<file path="config.mk">
export PLATFORM = sky130hd
export DESIGN_NAME = rv32im_instruction_decoder
export DESIGN_NICKNAME = d
export VERILOG_FILES = /design/src/rtl/rv_dec_pkg.sv /design/src/rtl/rv32im_instruction_decoder.sv /design/src/rtl/rv_dec_core.sv
export SDC_FILE = /design/constraint.sdc
export NUM_CORES = 1
export LEC_CHECK = 0
export BUFFER_PORTS_ARGS = -buffer_cell sky130_fd_sc_hd__buf_2
export CORE_MARGIN = 5
export CORE_UTILIZATION = 54
export CTS_BUF_LIST = sky130_fd_sc_hd__clkbuf_16
export CTS_CLUSTER_DIAMETER = 120
export DETAILED_ROUTE_END_ITERATION = 12
export PLACE_DENSITY = 0.9
export SLEW_MARGIN = 20
export SYNTH_ARGS = -nofsm -noshare
export SYNTH_HDL_FRONTEND = slang
export SYNTH_SLANG_ARGS = --single-unit
</file>
<file path="constraint.sdc">
create_clock -name aclk -period 4.9 [get_ports aclk]
set_clock_uncertainty 0.15 [all_clocks]
set_input_delay 0.49 -clock aclk [delete_from_list [all_inputs] [get_ports aclk]]
set_output_delay 0.49 -clock aclk [all_outputs]
set_load 0.01 [all_outputs]
</file>
<file path="src/rtl/rv_dec_pkg.sv">
// ----------------------------------------------------------------------------
// RV32IM instruction decoder package
// Shared opcodes, operation numbers and the decoded result record.
// ----------------------------------------------------------------------------
package rv_dec_pkg;

    localparam int InstrWidth = 32;
    localparam int OpWidth    = 6;
    localparam int RegWidth   = 6;
    localparam int ImmWidth   = 32;
    localparam int CsrWidth   = 12;

    // Register number that marks an unused register slot.
    localparam logic [RegWidth-1:0] NO_REG = 6'd32;

    // Major opcodes (word bits 6:0).
    localparam logic [6:0] OPC_LUI    = 7'h37;
    localparam logic [6:0] OPC_AUIPC  = 7'h17;
    localparam logic [6:0] OPC_JAL    = 7'h6F;
    localparam logic [6:0] OPC_JALR   = 7'h67;
    localparam logic [6:0] OPC_BRANCH = 7'h63;
    localparam logic [6:0] OPC_LOAD   = 7'h03;
    localparam logic [6:0] OPC_STORE  = 7'h23;
    localparam logic [6:0] OPC_OPIMM  = 7'h13;
    localparam logic [6:0] OPC_OP     = 7'h33;
    localparam logic [6:0] OPC_FENCE  = 7'h0F;
    localparam logic [6:0] OPC_SYSTEM = 7'h73;

    // funct7 codes for register-register operations.
    localparam logic [6:0] F7_BASE = 7'b0000000;
    localparam logic [6:0] F7_ALT  = 7'b0100000;
    localparam logic [6:0] F7_MULDIV = 7'b0000001;

    // funct7 codes for the trap return instructions.
    localparam logic [6:0] F7_URET = 7'd0;
    localparam logic [6:0] F7_SRET = 7'd8;
    localparam logic [6:0] F7_MRET = 7'd24;

    // rs2 field codes for system instructions with funct3 zero.
    localparam logic [4:0] SYS_ECALL  = 5'd0;
    localparam logic [4:0] SYS_EBREAK = 5'd1;
    localparam logic [4:0] SYS_XRET   = 5'd2;
    localparam logic [4:0] SYS_WFI    = 5'd5;

    // Dense operation numbers in ISA manual order.
    localparam logic [OpWidth-1:0] OP_LUI    = 6'd0;
    localparam logic [OpWidth-1:0] OP_AUIPC  = 6'd1;
    localparam logic [OpWidth-1:0] OP_JAL    = 6'd2;
    localparam logic [OpWidth-1:0] OP_JALR   = 6'd3;
    localparam logic [OpWidth-1:0] OP_BEQ    = 6'd4;
    localparam logic [OpWidth-1:0] OP_BNE    = 6'd5;
    localparam logic [OpWidth-1:0] OP_BLT    = 6'd6;
    localparam logic [OpWidth-1:0] OP_BGE    = 6'd7;
    localparam logic [OpWidth-1:0] OP_BLTU   = 6'd8;
    localparam logic [OpWidth-1:0] OP_BGEU   = 6'd9;
    localparam logic [OpWidth-1:0] OP_LB     = 6'd10;
    localparam logic [OpWidth-1:0] OP_LH     = 6'd11;
    localparam logic [OpWidth-1:0] OP_LW     = 6'd12;
    localparam logic [OpWidth-1:0] OP_LBU    = 6'd13;
    localparam logic [OpWidth-1:0] OP_LHU    = 6'd14;
    localparam logic [OpWidth-1:0] OP_SB     = 6'd15;
    localparam logic [OpWidth-1:0] OP_SH     = 6'd16;
    localparam logic [OpWidth-1:0] OP_SW     = 6'd17;
    localparam logic [OpWidth-1:0] OP_ADDI   = 6'd18;
    localparam logic [OpWidth-1:0] OP_SLTI   = 6'd19;
    localparam logic [OpWidth-1:0] OP_SLTIU  = 6'd20;
    localparam logic [OpWidth-1:0] OP_XORI   = 6'd21;
    localparam logic [OpWidth-1:0] OP_ORI    = 6'd22;
    localparam logic [OpWidth-1:0] OP_ANDI   = 6'd23;
    localparam logic [OpWidth-1:0] OP_SLLI   = 6'd24;
    localparam logic [OpWidth-1:0] OP_SRLI   = 6'd25;
    localparam logic [OpWidth-1:0] OP_SRAI   = 6'd26;
    localparam logic [OpWidth-1:0] OP_ADD    = 6'd27;
    localparam logic [OpWidth-1:0] OP_SUB    = 6'd28;
    localparam logic [OpWidth-1:0] OP_SLL    = 6'd29;
    localparam logic [OpWidth-1:0] OP_SLT    = 6'd30;
    localparam logic [OpWidth-1:0] OP_SLTU   = 6'd31;
    localparam logic [OpWidth-1:0] OP_XOR    = 6'd32;
    localparam logic [OpWidth-1:0] OP_SRL    = 6'd33;
    localparam logic [OpWidth-1:0] OP_SRA    = 6'd34;
    localparam logic [OpWidth-1:0] OP_OR     = 6'd35;
    localparam logic [OpWidth-1:0] OP_AND    = 6'd36;
    localparam logic [OpWidth-1:0] OP_FENCE  = 6'd37;
    localparam logic [OpWidth-1:0] OP_FENCEI = 6'd38;
    localparam logic [OpWidth-1:0] OP_ECALL  = 6'd39;
    localparam logic [OpWidth-1:0] OP_EBREAK = 6'd40;
    localparam logic [OpWidth-1:0] OP_CSRRW  = 6'd41;
    localparam logic [OpWidth-1:0] OP_CSRRS  = 6'd42;
    localparam logic [OpWidth-1:0] OP_CSRRC  = 6'd43;
    localparam logic [OpWidth-1:0] OP_CSRRWI = 6'd44;
    localparam logic [OpWidth-1:0] OP_CSRRSI = 6'd45;
    localparam logic [OpWidth-1:0] OP_CSRRCI = 6'd46;
    localparam logic [OpWidth-1:0] OP_URET   = 6'd47;
    localparam logic [OpWidth-1:0] OP_SRET   = 6'd48;
    localparam logic [OpWidth-1:0] OP_MRET   = 6'd49;
    localparam logic [OpWidth-1:0] OP_WFI    = 6'd50;
    localparam logic [OpWidth-1:0] OP_MUL    = 6'd51;
    localparam logic [OpWidth-1:0] OP_MULH   = 6'd52;
    localparam logic [OpWidth-1:0] OP_MULHSU = 6'd53;
    localparam logic [OpWidth-1:0] OP_MULHU  = 6'd54;
    localparam logic [OpWidth-1:0] OP_DIV    = 6'd55;
    localparam logic [OpWidth-1:0] OP_DIVU   = 6'd56;
    localparam logic [OpWidth-1:0] OP_REM    = 6'd57;
    localparam logic [OpWidth-1:0] OP_REMU   = 6'd58;

    // Decoded result of one instruction word.
    typedef struct packed {
        logic                 status;
        logic [OpWidth-1:0]   operation;
        logic [RegWidth-1:0]  dest_reg;
        logic [RegWidth-1:0]  src1_reg;
        logic [RegWidth-1:0]  src2_reg;
        logic [ImmWidth-1:0]  imm_value;
        logic [CsrWidth-1:0]  csr_addr;
    } dec_result_t;

endpackage

</file>
<file path="src/rtl/rv32im_instruction_decoder.sv">
// ----------------------------------------------------------------------------
// RV32IM instruction decoder, streaming top level
// Registered decode of RV32I, M, fence, CSR and system instruction words.
// ----------------------------------------------------------------------------
// One instruction word enters on the slave stream and one decoded record leaves
// on the master stream for every word, in order. The block takes a new word in
// every cycle as long as the result side keeps up; an accepted input transaction
// passes through the input register and then the result register before its
// result is presented, with the decode logic in between.
// When the result side stalls, the block keeps accepting until both registers
// are full, and s_tready then follows m_tready. m_tuser carries the status flag
// (high for an encoding that is not supported, in which case m_tdata is all
// zero). Register numbers of 32 mean the slot is unused.
module rv32im_instruction_decoder
    import rv_dec_pkg::*;
(
    input  logic        aclk,
    input  logic        aresetn,

    input  logic        s_tvalid,
    output logic        s_tready,
    input  logic [31:0] s_tdata,    // [31:0] instr_word

    output logic        m_tvalid,
    input  logic        m_tready,
    output logic [71:0] m_tdata,    // [5:0] operation, [11:6] dest_reg,
                                    // [17:12] src1_reg, [23:18] src2_reg,
                                    // [55:24] imm_value, [67:56] csr_addr,
                                    // [71:68] zero
    output logic        m_tuser     // [0] status
);

    logic [InstrWidth-1:0] instr_reg;
    logic                  in_valid_reg;
    dec_result_t           result_reg;
    logic                  out_valid_reg;
    dec_result_t           dec_result;
    logic                  out_advance;
    logic                  in_accept;

    // The result register can load when it is empty or being drained this cycle;
    // the input register can load when it is empty or passing its word onward.
    assign out_advance = !out_valid_reg || m_tready;
    assign s_tready    = !in_valid_reg || out_advance;
    assign in_accept   = s_tvalid && s_tready;

    rv_dec_core u_core (
        .instr_word (instr_reg),
        .result     (dec_result)
    );

    // Valid flags of the two register stages.
    always_ff @(posedge aclk) begin
        if (!aresetn) begin
            in_valid_reg  <= 1'b0;
            out_valid_reg <= 1'b0;
        end else begin
            if (s_tready) begin
                in_valid_reg <= s_tvalid;
            end
            if (out_advance) begin
                out_valid_reg <= in_valid_reg;
            end
        end
    end

    // Payload registers need no reset; they only load with a valid transaction.
    always_ff @(posedge aclk) begin
        if (in_accept) begin
            instr_reg <= s_tdata;
        end
        if (out_advance && in_valid_reg) begin
            result_reg <= dec_result;
        end
    end

    assign m_tvalid = out_valid_reg;
    assign m_tuser  = result_reg.status;
    assign m_tdata  = {4'd0,
                       result_reg.csr_addr,
                       result_reg.imm_value,
                       result_reg.src2_reg,
                       result_reg.src1_reg,
                       result_reg.dest_reg,
                       result_reg.operation};

`ifndef SYNTHESIS
    // An invalid word presents an all-zero record.
    assert property (@(posedge aclk) disable iff (!aresetn)
        (m_tvalid && m_tuser) |-> (m_tdata == 72'd0))
        else $error("invalid instruction with nonzero result fields");

    // A decoded word in the input stage reaches the result register when it moves.
    assert property (@(posedge aclk) disable iff (!aresetn)
        (in_valid_reg && out_advance) |=> out_valid_reg)
        else $error("decoded transaction lost between stages");

    // Operation numbers stay within the defined range.
    assert property (@(posedge aclk) disable iff (!aresetn)
        m_tvalid |-> (m_tdata[5:0] <= OP_REMU))
        else $error("operation number out of range");

    // Only CSR instructions carry a CSR address.
    assert property (@(posedge aclk) disable iff (!aresetn)
        (m_tvalid && (m_tdata[67:56] != 12'd0)) |->
            ((m_tdata[5:0] >= OP_CSRRW) && (m_tdata[5:0] <= OP_CSRRCI)))
        else $error("CSR address on a non-CSR operation");

    // Register numbers never exceed the no-register code.
    assert property (@(posedge aclk) disable iff (!aresetn)
        m_tvalid |-> ((m_tdata[11:6] <= NO_REG) && (m_tdata[17:12] <= NO_REG)
                      && (m_tdata[23:18] <= NO_REG)))
        else $error("register number out of range");
`endif

endmodule

</file>
<file path="src/rtl/rv_dec_core.sv">
// ----------------------------------------------------------------------------
// RV32IM instruction decode logic
// Combinational decode of one instruction word into a dec_result_t record.
// ----------------------------------------------------------------------------
module rv_dec_core
    import rv_dec_pkg::*;
(
    input  logic [InstrWidth-1:0] instr_word,
    output dec_result_t           result
);

    logic [6:0]          opc;
    logic [2:0]          f3;
    logic [6:0]          f7;
    logic [4:0]          rd;
    logic [4:0]          rs1;
    logic [4:0]          rs2;
    logic [ImmWidth-1:0] imm_i;
    logic [ImmWidth-1:0] imm_s;
    logic [ImmWidth-1:0] imm_b;
    logic [ImmWidth-1:0] imm_u;
    logic [ImmWidth-1:0] imm_j;
    logic                known;
    dec_result_t         dec;

    assign opc = instr_word[6:0];
    assign f3  = instr_word[14:12];
    assign f7  = instr_word[31:25];
    assign rd  = instr_word[11:7];
    assign rs1 = instr_word[19:15];
    assign rs2 = instr_word[24:20];

    assign imm_i = {{20{instr_word[31]}}, instr_word[31:20]};
    assign imm_s = {{20{instr_word[31]}}, instr_word[31:25], instr_word[11:7]};
    assign imm_b = {{19{instr_word[31]}}, instr_word[31], instr_word[7],
                    instr_word[30:25], instr_word[11:8], 1'b0};
    assign imm_u = {12'd0, instr_word[31:12]};
    assign imm_j = {{11{instr_word[31]}}, instr_word[31], instr_word[19:12],
                    instr_word[20], instr_word[30:21], 1'b0};

    always_comb begin
        known         = 1'b0;
        dec           = '0;
        dec.dest_reg  = NO_REG;
        dec.src1_reg  = NO_REG;
        dec.src2_reg  = NO_REG;

        unique case (opc)
            OPC_LUI, OPC_AUIPC: begin
                known         = 1'b1;
                dec.operation = (opc == OPC_LUI) ? OP_LUI : OP_AUIPC;
                dec.dest_reg  = {1'b0, rd};
                dec.imm_value = imm_u;
            end
            OPC_JAL: begin
                known         = 1'b1;
                dec.operation = OP_JAL;
                dec.dest_reg  = {1'b0, rd};
                dec.imm_value = imm_j;
            end
            OPC_JALR, OPC_LOAD, OPC_OPIMM, OPC_FENCE: begin
                dec.dest_reg  = {1'b0, rd};
                dec.src1_reg  = {1'b0, rs1};
                dec.imm_value = imm_i;
                if (opc == OPC_JALR) begin
                    known         = (f3 == 3'd0);
                    dec.operation = OP_JALR;
                end else if (opc == OPC_FENCE) begin
                    known         = (f3 == 3'd0) || (f3 == 3'd1);
                    dec.operation = (f3 == 3'd0) ? OP_FENCE : OP_FENCEI;
                end else if (opc == OPC_LOAD) begin
                    known = 1'b1;
                    unique case (f3)
                        3'd0: dec.operation = OP_LB;
                        3'd1: dec.operation = OP_LH;
                        3'd2: dec.operation = OP_LW;
                        3'd4: dec.operation = OP_LBU;
                        3'd5: dec.operation = OP_LHU;
                        default: known = 1'b0;
                    endcase
                end else begin
                    known = 1'b1;
                    // Right shifts pick arithmetic or logical by word bit 30 only.
                    unique case (f3)
                        3'd0: dec.operation = OP_ADDI;
                        3'd1: dec.operation = OP_SLLI;
                        3'd2: dec.operation = OP_SLTI;
                        3'd3: dec.operation = OP_SLTIU;
                        3'd4: dec.operation = OP_XORI;
                        3'd5: dec.operation = instr_word[30] ? OP_SRAI : OP_SRLI;
                        3'd6: dec.operation = OP_ORI;
                        default: dec.operation = OP_ANDI;
                    endcase
                end
            end
            OPC_BRANCH: begin
                known         = 1'b1;
                dec.src1_reg  = {1'b0, rs1};
                dec.src2_reg  = {1'b0, rs2};
                dec.imm_value = imm_b;
                unique case (f3)
                    3'd0: dec.operation = OP_BEQ;
                    3'd1: dec.operation = OP_BNE;
                    3'd4: dec.operation = OP_BLT;
                    3'd5: dec.operation = OP_BGE;
                    3'd6: dec.operation = OP_BLTU;
                    3'd7: dec.operation = OP_BGEU;
                    default: known = 1'b0;
                endcase
            end
            OPC_STORE: begin
                known         = 1'b1;
                dec.src1_reg  = {1'b0, rs1};
                dec.src2_reg  = {1'b0, rs2};
                dec.imm_value = imm_s;
                unique case (f3)
                    3'd0: dec.operation = OP_SB;
                    3'd1: dec.operation = OP_SH;
                    3'd2: dec.operation = OP_SW;
                    default: known = 1'b0;
                endcase
            end
            OPC_OP: begin
                known        = 1'b1;
                dec.dest_reg = {1'b0, rd};
                dec.src1_reg = {1'b0, rs1};
                dec.src2_reg = {1'b0, rs2};
                if (f7 == F7_BASE) begin
                    unique case (f3)
                        3'd0: dec.operation = OP_ADD;
                        3'd1: dec.operation = OP_SLL;
                        3'd2: dec.operation = OP_SLT;
                        3'd3: dec.operation = OP_SLTU;
                        3'd4: dec.operation = OP_XOR;
                        3'd5: dec.operation = OP_SRL;
                        3'd6: dec.operation = OP_OR;
                        default: dec.operation = OP_AND;
                    endcase
                end else if (f7 == F7_ALT) begin
                    if (f3 == 3'd0) begin
                        dec.operation = OP_SUB;
                    end else if (f3 == 3'd5) begin
                        dec.operation = OP_SRA;
                    end else begin
                        known = 1'b0;
                    end
                end else if (f7 == F7_MULDIV) begin
                    unique case (f3)
                        3'd0: dec.operation = OP_MUL;
                        3'd1: dec.operation = OP_MULH;
                        3'd2: dec.operation = OP_MULHSU;
                        3'd3: dec.operation = OP_MULHU;
                        3'd4: dec.operation = OP_DIV;
                        3'd5: dec.operation = OP_DIVU;
                        3'd6: dec.operation = OP_REM;
                        default: dec.operation = OP_REMU;
                    endcase
                end else begin
                    known = 1'b0;
                end
            end
            OPC_SYSTEM: begin
                if (f3 == 3'd0) begin
                    known = 1'b1;
                    unique case (rs2)
                        SYS_ECALL:  dec.operation = OP_ECALL;
                        SYS_EBREAK: dec.operation = OP_EBREAK;
                        SYS_WFI:    dec.operation = OP_WFI;
                        SYS_XRET: begin
                            unique case (f7)
                                F7_URET: dec.operation = OP_URET;
                                F7_SRET: dec.operation = OP_SRET;
                                F7_MRET: dec.operation = OP_MRET;
                                default: known = 1'b0;
                            endcase
                        end
                        default: known = 1'b0;
                    endcase
                end else begin
                    known        = 1'b1;
                    dec.dest_reg = {1'b0, rd};
                    dec.csr_addr = instr_word[31:20];
                    // The immediate forms carry a zero-extended zimm in rs1.
                    if (f3[2]) begin
                        dec.imm_value = {27'd0, rs1};
                    end else begin
                        dec.src1_reg = {1'b0, rs1};
                    end
                    unique case (f3)
                        3'd1: dec.operation = OP_CSRRW;
                        3'd2: dec.operation = OP_CSRRS;
                        3'd3: dec.operation = OP_CSRRC;
                        3'd5: dec.operation = OP_CSRRWI;
                        3'd6: dec.operation = OP_CSRRSI;
                        3'd7: dec.operation = OP_CSRRCI;
                        default: known = 1'b0;
                    endcase
                end
            end
            default: known = 1'b0;
        endcase

        // An unknown encoding reports invalid with every other field zero.
        if (known) begin
            result = dec;
        end else begin
            result        = '0;
            result.status = 1'b1;
        end
    end

endmodule

</file>
# --- Word-level counts from Yosys, hierarchy flattened ---
# Cells that the tools add are included.
totals:
  word_cells: 110
  regBits: 103
  out_inout_bits: 75
  input_bits: 36
classes:
  n_reduce_logical: 24
  n_eq_ne: 25
  bitwise_logic: 2
  n_mux: 48
ops:
  columns: ["operator", "count"]
  rows:
  - ["case mux 32 bit (6 select lines)", 1]
  - ["case mux 6 bit (7 select lines)", 3]
  - ["two-way mux 69 bit", 1]
  - ["two-way mux 6 bit", 11]
  - ["two-way mux 44 bit", 1]
  - ["case mux 6 bit (6 select lines)", 1]
  - ["== test 7 x 6 -> 1 bit (second input constant)", 4]
  - ["== test 7 bit (second input constant)", 4]
  - ["case mux 4 bit (7 select lines)", 1]
  - ["two-way mux 12 bit", 2]
  - ["case mux 4 bit (6 select lines)", 1]
  - ["case mux 6 bit (2 select lines)", 2]
  - ["case mux 6 bit (4 select lines)", 1]
  - ["== test 7 x 5 -> 1 bit (second input constant)", 3]
  - ["case mux 4 bit (5 select lines)", 1]
  - ["case mux 6 bit (3 select lines)", 1]
  - ["OR reduction 3 bit", 6]
  - ["two-way mux 1 bit", 15]
  - ["case mux 5 bit (3 select lines)", 1]
  - ["== test 7 x 4 -> 1 bit (second input constant)", 2]
  - ["== test 3 bit (second input constant)", 4]
  - ["OR reduction 6 bit", 2]
  - ["OR reduction 8 bit", 1]
  - ["== test 7 x 1 -> 1 bit (second input constant)", 1]
  - ["22 further kinds", 29]

# --- Depth between registers and ports, before layout ---
# Gate-level depths: netlist of the first run.
depth:
  word_depth: 9
  mapped_depth: 9
  depth_no_buf: 7

# --- Hierarchy ---
# From an unflattened synthesis of the first run, not the netlist that was laid out.
hier_totals:
  cells_unflattened: 459
  hier_area_um2: 5205.0
by_module_without_submodules:
  columns: ["mod", "area_per_inst_um2", "n_inst", "seq_area_each_um2", "cells_each"]
  rows:
  - ["rv32im_instruction_decoder", 3170.5, 1, 3072.9, 115]
  - ["rv_dec_core", 2034.5, 1, 0.0, 344]

# --- Worst setup path before layout of the first run ---
# OpenSTA, ideal clock, no wires.
synth_path:
  path_type: "input port to flip-flop"
  from: "in m_tready"
  to: "reg result_reg (netlist bit m_tdata[0]) (enable)"
  arrival_time_ns: 3.152
  required_ns: 4.269
  slack_ns: 1.117
  setup_time_ns: 0.481
  path_stages: 2
  n_path_buf: 0
  path_cell_list: "nor2b_1 nor2b_1"
synth_between:
  elab_chain_len: 2
synth_lines:
  columns: ["element", "line_no", "source"]
  rows:
  - ["start: declaration", "rv32im_instruction_decoder.sv:25", "input logic m_tready,"]
  - ["logical OR 1 bit", "rv32im_instruction_decoder.sv:43", "assign out_advance = !out_valid_reg || m_tready;"]
  - ["logical AND 1 bit", "rv32im_instruction_decoder.sv:72", "if (out_advance && in_valid_reg) begin"]
  - ["end signal: assignment", "rv32im_instruction_decoder.sv:73", "result_reg <= dec_result;"]
  - ["end: declaration", "rv32im_instruction_decoder.sv:35", "dec_result_t result_reg;"]
# No other way between the ends.
# A chain may end at the register's enable or synchronous reset.

# --- Final worst setup path of the first run ---
layout_path:
  from: "reg instr_reg[14]"
  to: "reg result_reg (netlist bit m_tdata[23]), data pin"
layout_between:
  elab_chain_len: 7
  elab_cells_between_ends: 26
  classes_between: "7 x eq/ne; 13 x mux; 6 x reduce/logical"
layout_lines:
  columns: ["element", "line_no", "source"]
  rows:
  - ["start: declaration", "rv32im_instruction_decoder.sv:33", "logic [InstrWidth-1:0] instr_reg;"]
  - ["start signal: assignment", "rv32im_instruction_decoder.sv:70", "instr_reg <= s_tdata;"]
  - ["== test 3 bit, or another cell as far along", "rv_dec_core.sv:73, rv_dec_core.sv:101", null]
  - ["OR reduction 5 bit (no line)", null, null]
  - ["two-way mux 1 bit", "rv_dec_core.sv:73", "unique case (f3)"]
  - ["two-way mux 1 bit", "rv_dec_core.sv:71", "end else if (opc == OPC_LOAD) begin"]
  - ["two-way mux 1 bit", "rv_dec_core.sv:68", "end else if (opc == OPC_FENCE) begin"]
  - ["two-way mux 1 bit", "rv_dec_core.sv:65", "if (opc == OPC_JALR) begin"]
  - ["case mux 1 bit (6 select lines) *", "rv_dec_core.sv:48", "unique case (opc)"]
# Every way passes the cells marked *; elsewhere a longest branch is shown, timed or not.

==> flow_summary.json, run 1 <==
{
  "die_width_um": 104.0,
  "final_max_slew_viol_count": 0,
  "core_um2": 8678,
  "antenna_found_initial": 0,
  "clkLatencyLatePin_ps": 340,
  "cts_tree": "built",
  "die-height_um": 104.0,
  "grt_max_degree": 59,
  "initial_core_util_pct": 55.00,
  "final_hold_viol_count": 0,
  "die_area_um2": 10820,
  "first_pass_iters": 6,
  "fmax_ghz": 0.3075,
  "cts_sinks": 92,
  "postPlaceCellArea_um2": 5209,
  "worstPathArrival_ps": 3170,
  "crit_path_end_kind": "flip-flop",
  "rsz0062_at_grt": "no",
  "yosysWarnings": 0,
  "hold_slack_ps": 171.0,
  "vias": 3980,
  "synth_edf_count": 90,
  "place.gp.congestion": 0.9047,
  "crit_path_max_incr_delay_ps": 1020,
  "reg2reg_slack_ps": 1650,
  "grt_use_total_pct": 23.36,
  "via_per_inst": 6.378,
  "rr_endpoint": "m_tdata[23]",
  "rr_worst_depth": 7,
  "io_pins": 111,
  "fillers": 677,
  "worstPathRequired_ps": 4820,
  "post-cts-setup-buffers": 0,
  "min_path_cells": 1,
  "p_leak_nw": 1.959,
  "numCtsBuffers": 9,
  "synthDistinctLibCells": 66,
  "synth-seq-area-share_pct": 57.46,
  "clock_power_share_pct": 38.3,
  "io_buffers": 106,
  "final_cell_area_um2": 5515,
  "path_class": "reg -> reg",
  "netSwitchingFraction_pct": 24.46,
  "tns_ps": 0,
  "drc": 0,
  "ys_ff_latch": 92,
  "cpMaxStageDelayCell": "edfxtp_1",
  "outcome": "completed",
  "area_growth_pct": 15.54,
  "worstHoldStart": "s_tdata[13]",
  "final_cell_mix": "buf_2 (106), edfxtp_1 (90), nor2_1 (37)",
  "synthCells": 432,
  "min_path_type": "in -> reg",
  "p_per_area_nw_per_um2": 328.0,
  "crit_path_start_kind": "flip-flop",
  "layout_commonest_cell": "buf_2",
  "root_buffer": "clkbuf_16",
  "switchingPower_uw": 442.5,
  "cp_max_fo": 32,
  "drtIter0Drc": 627,
  "setup_viol": 0,
  "row_count": 34,
  "dpl.hpwl_um": 9128,
  "grt_pass1_vias": 3655,
  "largest_register_ffs": 57,
  "internal-power_mw": 1.367,
  "antenna_cells": 0,
  "maxCapViolCount": 0,
  "path_cells": "or2_0 -> nand4_1 -> a22o_1 -> a221o_1 -> a31o_4 -> inv_4 -> nor3_1",
  "fin_crit_sh_pct": 66.38,
  "ant_nets": 0,
  "rr_startpoint": "instr_reg[14]",
  "tightestPinTransition_ps": 1021,
  "fin_crit_ps": 3253,
  "syn_avg_cell_area_um2": 11.05,
  "path_buf_inv": 1,
  "async_reset_ff_share_pct": 0,
  "clkSlewWorstSetupHoldPaths_ps": 70,
  "synth_area_um2": 4773,
  "vdd_drop_max_mv": 0.2000,
  "pwr-share-seq_pct": 52.9,
  "cp_top_family": "flip-flops",
  "synth-main-ff-cell": "edfxtp_1",
  "drive_gt1_share_pct": 27.91,
  "cts_buffer_depth": 2,
  "grt_first_pass_wirelength_um": 20340,
  "max_slew_margin_pct": 31.96,
  "htree_levels": 3,
  "drt_wl_total_um": 12970,
  "pwr-share-comb_pct": 8.8,
  "wire_per_inst_um": 20.79,
  "cts_resized": 0,
  "post-route-util_pct": 63.55,
  "grt_overflow_total": 0,
  "min_to": "instr_reg[13]",
  "finish.net_count": 547,
  "hold_buffers": 0
}
[per-layer routing]
metal  GRT usage [%]  vias to the layer above  routed length [µm]
met2           35.43                      304                6063
li1                -                     1789                   -
met4           9.713                        0                 453
met1           32.44                     1838                4965
met5               0                        -                   0
met3           5.276                       49                1488
[worst max path at each step]
stage | cells past startpoint | end | from
final | 7 | m_tdata[23] | instr_reg[14]
after global routing | 7 | m_tdata[2] | instr_reg[14]
after CTS | 7 | m_tdata[21] | instr_reg[14]
after detailed placement | 7 | m_tdata[21] | instr_reg[14]
after global placement | 7 | m_tdata[2] | instr_reg[14]
after floorplan | 2 | m_tdata[0] | m_tready
[power groups by stage]
stage | Clock (mW) | Combinational (mW) | Sequential (mW)
after floorplan | 0 | 0.108 | 0.957
after global placement | 0 | 0.154 | 0.968
after detailed placement | 0 | 0.157 | 0.971
after CTS | 0.703 | 0.158 | 0.954
after global routing | 0.731 | 0.173 | 0.960
final | 0.694 | 0.158 | 0.957
[cell type report]
cell class,instances,area [µm²],area share [%]
flip-flops and latches,92,2743,49.73
clock buffers,9,225.2,4.083
multi-input cells,294,1754,31.81
inverters,3,13.76,0.2495
well taps,108,135.1,2.450
clock inverters,7,76.32,1.384
repair buffers,111,568.0,10.30
[synth_stat cells, types with 4 or more instances]
master / instances / share of area, %
edfxtp_1: 90 / 57
nor2_1: 37 / 2.9
a21oi_1: 36 / 3.8
nand2_1: 31 / 2.4
and3_1: 23 / 3.0
a22oi_1: 16 / 2.5
nor3_1: 16 / 1.7
buf_4: 15 / 2.4
o21ai_0: 15 / 1.6
clkbuf_1: 13 / 1.0
nand3_1: 10 / 1.0
nand2b_1: 9 / 1.2
buf_2: 8 / 0.84
a31oi_1: 7 / 0.92
buf_6: 7 / 1.7
nor2b_1: 7 / 0.92
or3_1: 6 / 0.79
and2_1: 5 / 0.66
nand4_1: 5 / 0.66
o211ai_1: 5 / 0.79
a21o_1: 4 / 0.63
a222oi_1: 4 / 0.84
[through the flow]
| step | setup slack [ps] | total power, mW | cells |
|---|---|---|---|
| 4_1_cts | 1718 | 1.815 | 624 |
| 5_1_grt | 1452 | 1.864 | 624 |
| 3_3_place_gp | 1872 | 1.122 | 608 |
| 3_5_place_dp | 1767 | 1.128 | 608 |
| 6_report | 1647 | 1.809 | 624 |
| 2_1_floorplan | 1117 | 1.065 | 435 |
[cells by family after synthesis]
group | count (synthesis) | share of synthesized area, %
xor gates and xnor gates | 2 | 0.3670
AOI/OAI and AO/OA | 113 | 15.81
buffers and inverters | 49 | 6.396
DFF | 92 | 57.46
and+or+nand+nor | 174 | 19.66
other | 1 | 0.07856
muxes | 1 | 0.2359
No activity file was read; power rests on OpenSTA's default activity.
==> run 2, diff against run 1 <==
==> constraint.sdc (replaced) <==
create_clock -name aclk -period 3.4 [get_ports aclk]
set_clock_uncertainty 0.15 [all_clocks]
set_input_delay 0.34 -clock aclk [delete_from_list [all_inputs] [get_ports aclk]]
set_output_delay 0.34 -clock aclk [all_outputs]
set_load 0.01 [all_outputs]
==> run 2 against run 1 <==
Net effect: critical path depth unchanged; global-route usage increased by 0.55 points; die area unchanged; via count increased by 0.35%; wire length increased by 0.85%; maximum frequency increased by 11%; clock power increased by 44%; final area increased by 0.66%; critical path type unchanged.
==> flow_summary.json, run 2 (synthesis results as in run 1) <==
{
  "hold_slack_ps": 17.67,
  "crit_path_max_incr_delay_ps": 560,
  "cts_buffer_depth": 2,
  "worstHoldStart": "s_tdata[17]",
  "place.gp.congestion": 1.060,
  "grt_use_total_pct": 23.91,
  "clkLatencyLatePin_ps": 340,
  "place_inst": 613,
  "cts_sinks": 92,
  "p_per_area_nw_per_um2": 470.9,
  "drc": 0,
  "layoutNonFillerInstCount": 629,
  "worstPathArrival_ps": 2930,
  "p_leak_nw": 1.986,
  "path_buf_inv": 1,
  "fin_crit_ps": 2934,
  "path_class": "reg -> reg",
  "cts_tree": "built",
  "post-cts-setup-buffers": 0,
  "area_growth_pct": 16.30,
  "worst_slack_ps": 466.2,
  "final_max_slew_viol_count": 0,
  "row_count": 34,
  "core_um2": 8678,
  "tightestPinTransition_ps": 746.4,
  "final_hold_viol_count": 0,
  "root_buffer": "clkbuf_16",
  "grt_pass1_vias": 3763,
  "outcome": "completed",
  "final_cell_area_um2": 5552,
  "drtIter0Drc": 473,
  "antenna_found_initial": 0,
  "min_path_type": "in -> reg",
  "layout_commonest_cell": "buf_2",
  "io_buffers": 106,
  "hold_buffers": 0,
  "antenna_cells": 0,
  "rr_worst_depth": 7,
  "vdd_drop_max_mv": 0.2661,
  "largest_register_ffs": 57,
  "initial_core_util_pct": 55.00,
  "cp_max_fo": 32,
  "post-route-util_pct": 63.97,
  "htree_levels": 3,
  "numCtsBuffers": 9,
  "path_cells": "nand4bb_1 -> nor3_1 -> a221o_1 -> a221o_1 -> a31o_4 -> inv_4 -> nor3_1",
  "drive_gt1_share_pct": 28.60,
  "wire_per_inst_um": 20.79,
  "rr_endpoint": "m_tdata[23]",
  "max_slew_margin_pct": 49.61,
  "setup_viol": 0,
  "dpl.hpwl_um": 9219,
  "rsz0062_at_grt": "no",
  "cts_resized": 0,
  "ant_nets": 0,
  "min_path_cells": 1,
  "grt_first_pass_wirelength_um": 20490,
  "vias": 3994,
  "grt_overflow_total": 0,
  "final_cell_mix": "buf_2 (106), edfxtp_1 (90), nor2_1 (37)",
  "tns_ps": 0,
  "reg2reg_slack_ps": 470,
  "drt_wl_total_um": 13080,
  "worstPathRequired_ps": 3400,
  "finish.net_count": 552,
  "die_width_um": 104.0,
  "crit_path_end_kind": "flip-flop",
  "clkSlewWorstSetupHoldPaths_ps": 70,
  "die-height_um": 104.0,
  "die_area_um2": 10820,
  "crit_path_start_kind": "flip-flop",
  "cpMaxStageDelayCell": "edfxtp_1",
  "first_pass_iters": 6,
  "fmax_ghz": 0.3409,
  "finalPower_mw": 2.614,
  "min_to": "instr_reg[17]",
  "place_ws_ps": 553.0,
  "io_pins": 111,
  "postPlaceCellArea_um2": 5246,
  "maxCapViolCount": 0,
  "via_per_inst": 6.350,
  "grt_max_degree": 44,
  "rr_startpoint": "instr_reg[3]",
  "fin_crit_sh_pct": 86.29,
  "cp_top_family": "simple AND/OR/NAND/NOR gates"
}
## run 2: changes by cell type in the layout (fill, tap and decap cells not counted)
cell        delta
inv_8          -1
inv_6          +2
buf_4          +5
clkinvlp_4     -1
## run 2: worst register-to-register path, delay by kind of cell (launching register included)
family                 cells  cell delay, ps
AOI/OAI and AO/OA          3             660
buffers and inverters      1             190
and+or+nand+nor            3            1180
DFF                        1             560
## run 2: worst max path at each step
stage / startpoint / to / slack (ps) / cells past startpoint
2_1_floorplan: m_tvalid / m_tdata[0] / 810 / 2
3_3_place_gp: instr_reg[6] / m_tdata[2] / 620 / 7
3_5_place_dp: instr_reg[6] / m_tdata[23] / 550 / 7
4_1_cts: instr_reg[6] / m_tdata[23] / 530 / 7
5_1_grt: instr_reg[5] / m_tdata[23] / 320 / 7
6_report: instr_reg[3] / m_tdata[23] / 470 / 7
## run 2: power breakdown
group	switching (mW)	total (mW)	internal [mW]
clock	0.428	1.00	0.575
sequential	0.0602	1.37	1.31
combinational	0.153	0.244	0.0909
total	0.642	2.61	1.97
## run 2: area by class of cell
class | count | area (µm²)
Inverter | 3 | 13.76
Clock inverter | 7 | 75.07
Multi-Input combinational cell | 294 | 1754
Tap cell | 108 | 135.1
Sequential cell | 92 | 2743
Fill cell | 697 | 3127
Timing Repair Buffer | 116 | 605.6
Clock buffer | 9 | 225.2
## run 2: metal layers
metal	GRT usage, %	vias to the layer above	wire length, µm
met5	0	-	0
met4	8.418	0	384
met3	7.759	38	1748
met2	36.93	323	6185
met1	31.77	1836	4762
li1	-	1797	-
==> run 3, diff against run 2 <==
--- a/config.mk
+++ b/config.mk
@@ -7,11 +7,12 @@
 export LEC_CHECK = 0
 export BUFFER_PORTS_ARGS = -buffer_cell sky130_fd_sc_hd__buf_2
 export CORE_MARGIN = 5
-export CORE_UTILIZATION = 54
+export CORE_UTILIZATION = 50
 export CTS_BUF_LIST = sky130_fd_sc_hd__clkbuf_16
 export CTS_CLUSTER_DIAMETER = 120
 export DETAILED_ROUTE_END_ITERATION = 12
-export PLACE_DENSITY = 0.9
+export PLACE_DENSITY = 0.85
+export SKIP_CTS_REPAIR_TIMING = 1
 export SLEW_MARGIN = 20
 export SYNTH_ARGS = -nofsm -noshare
 export SYNTH_HDL_FRONTEND = slang
==> run 3 against run 2 <==
Net effect: first-iteration DRC count up 1.9%; maximum frequency rose by 0.92%; utilization shrank 3.5 points; critical path depth stayed put; critical path type unchanged; largest power group unchanged.
==> flow_summary.json, run 3 (synthesis results as in run 1) <==
{
  "area_growth_pct": 17.54,
  "fin_crit_ps": 2907,
  "setup_viol": 0,
  "die_area_um2": 11600,
  "path_class": "reg -> reg",
  "via_per_inst": 5.991,
  "initial_core_util_pct": 51.42,
  "min_path_type": "in -> reg",
  "largest_register_ffs": 57,
  "clkLatencyLatePin_ps": 340,
  "finish.net_count": 553,
  "wire_per_inst_um": 19.35,
  "first_pass_iters": 9,
  "fin_crit_sh_pct": 85.50,
  "outcome": "completed",
  "io_buffers": 106,
  "fmax_ghz": 0.3440,
  "ant_nets": 0,
  "max_slew_margin_pct": 54.41,
  "place_inst": 635,
  "drtIter0Drc": 482,
  "tightestPinTransition_ps": 680.1,
  "tns_ps": 0,
  "p_leak_nw": 2.006,
  "grt_use_total_pct": 21.73,
  "root_buffer": "clkbuf_16",
  "crit_path_max_incr_delay_ps": 760,
  "worst_slack_ps": 493.1,
  "io_pins": 111,
  "die-height_um": 107.7,
  "final_cell_mix": "buf_2 (106), edfxtp_1 (90), nor2_1 (37)",
  "cpMaxStageDelayCell": "edfxtp_1",
  "layout_commonest_cell": "buf_2",
  "cts_tree": "built",
  "place_ws_ps": 549.3,
  "crit_path_end_kind": "flip-flop",
  "crit_path_start_kind": "flip-flop",
  "drc": 0,
  "dpl.hpwl_um": 9142,
  "maxCapViolCount": 0,
  "grt_overflow_total": 0,
  "rsz0062_at_grt": "no",
  "drt_wl_total_um": 12600,
  "vdd_drop_max_mv": 0.2759,
  "htree_levels": 3,
  "antenna_found_initial": 0,
  "die_width_um": 107.7,
  "layoutNonFillerInstCount": 651,
  "worstPathRequired_ps": 3310,
  "vias": 3900,
  "reg2reg_slack_ps": 490,
  "clkSlewWorstSetupHoldPaths_ps": 70,
  "cts_buffer_depth": 2,
  "grt_max_degree": 53,
  "path_cells": "and3b_1 -> nand4_1 -> a22o_1 -> a221o_1 -> a31o_4 -> inv_4 -> nor3_1",
  "final_max_slew_viol_count": 0,
  "numCtsBuffers": 9,
  "row_count": 35,
  "drive_gt1_share_pct": 28.74,
  "final_hold_viol_count": 0,
  "p_per_area_nw_per_um2": 478.8,
  "core_um2": 9284,
  "grt_pass1_vias": 3733,
  "grt_first_pass_wirelength_um": 19490,
  "cp_max_fo": 32,
  "worstPathArrival_ps": 2820,
  "place.gp.congestion": 0.9913,
  "cts_sinks": 92,
  "antenna_cells": 0
}
run 3: final timing paths:
kind           startpoint             to  cells after the start
max          instr_reg[6]    m_tdata[23]                      7
min           s_tdata[18]  instr_reg[18]                      1
max reg2reg  instr_reg[6]    m_tdata[23]                      7
min reg2reg  in_valid_reg       m_tvalid                      1
run 3: metrics by stage:
stage                     util, %  cell area (µm²)  hold slack, ps  power (mW)
final                       60.43             5610           25.03       2.686
after global routing        60.43             5610           14.23       2.770
after CTS                   60.38             5605           14.75       2.702
after detailed placement    56.87             5280           368.1       1.630
after global placement      56.87             5280           350.7       1.623
after floorplan                 -             4787           288.9       1.534
run 3: report_power, final:
group / leakage [nW] / switching [mW] / internal [mW]
clock network: 0.159 / 0.426 / 0.650
registers: 0.836 / 0.0580 / 1.31
logic: 1.01 / 0.153 / 0.0917
total: 2.01 / 0.637 / 2.05
run 3: area by class of cell:
cell class | instances | area, µm²
Clock inverter | 7 | 100.1
Timing Repair Buffer | 117 | 613.1
Clock buffer | 9 | 225.2
Multi-Input combinational cell | 294 | 1754
Fill cell | 773 | 3674
Tap cell | 129 | 161.4
Inverter | 3 | 13.76
Sequential cell | 92 | 2743
run 3: layer usage:
layer	GRT usage [%]	up-vias	part of all wire (%)
met3	5.579	38	10
met1	28.62	1817	40
met5	0	-	0
met4	9.739	0	3.4
met2	33.79	243	46
li1	-	1802	-
run 3: critical path: cells and delay by family (launching register included):
| kind | cells | cell delay, ps |
|---|---|---|
| AOI/OAI and AO/OA | 3 | 950 |
| buffers and inverters | 1 | 280 |
| and+or+nand+nor | 3 | 490 |
| DFF | 1 | 760 |
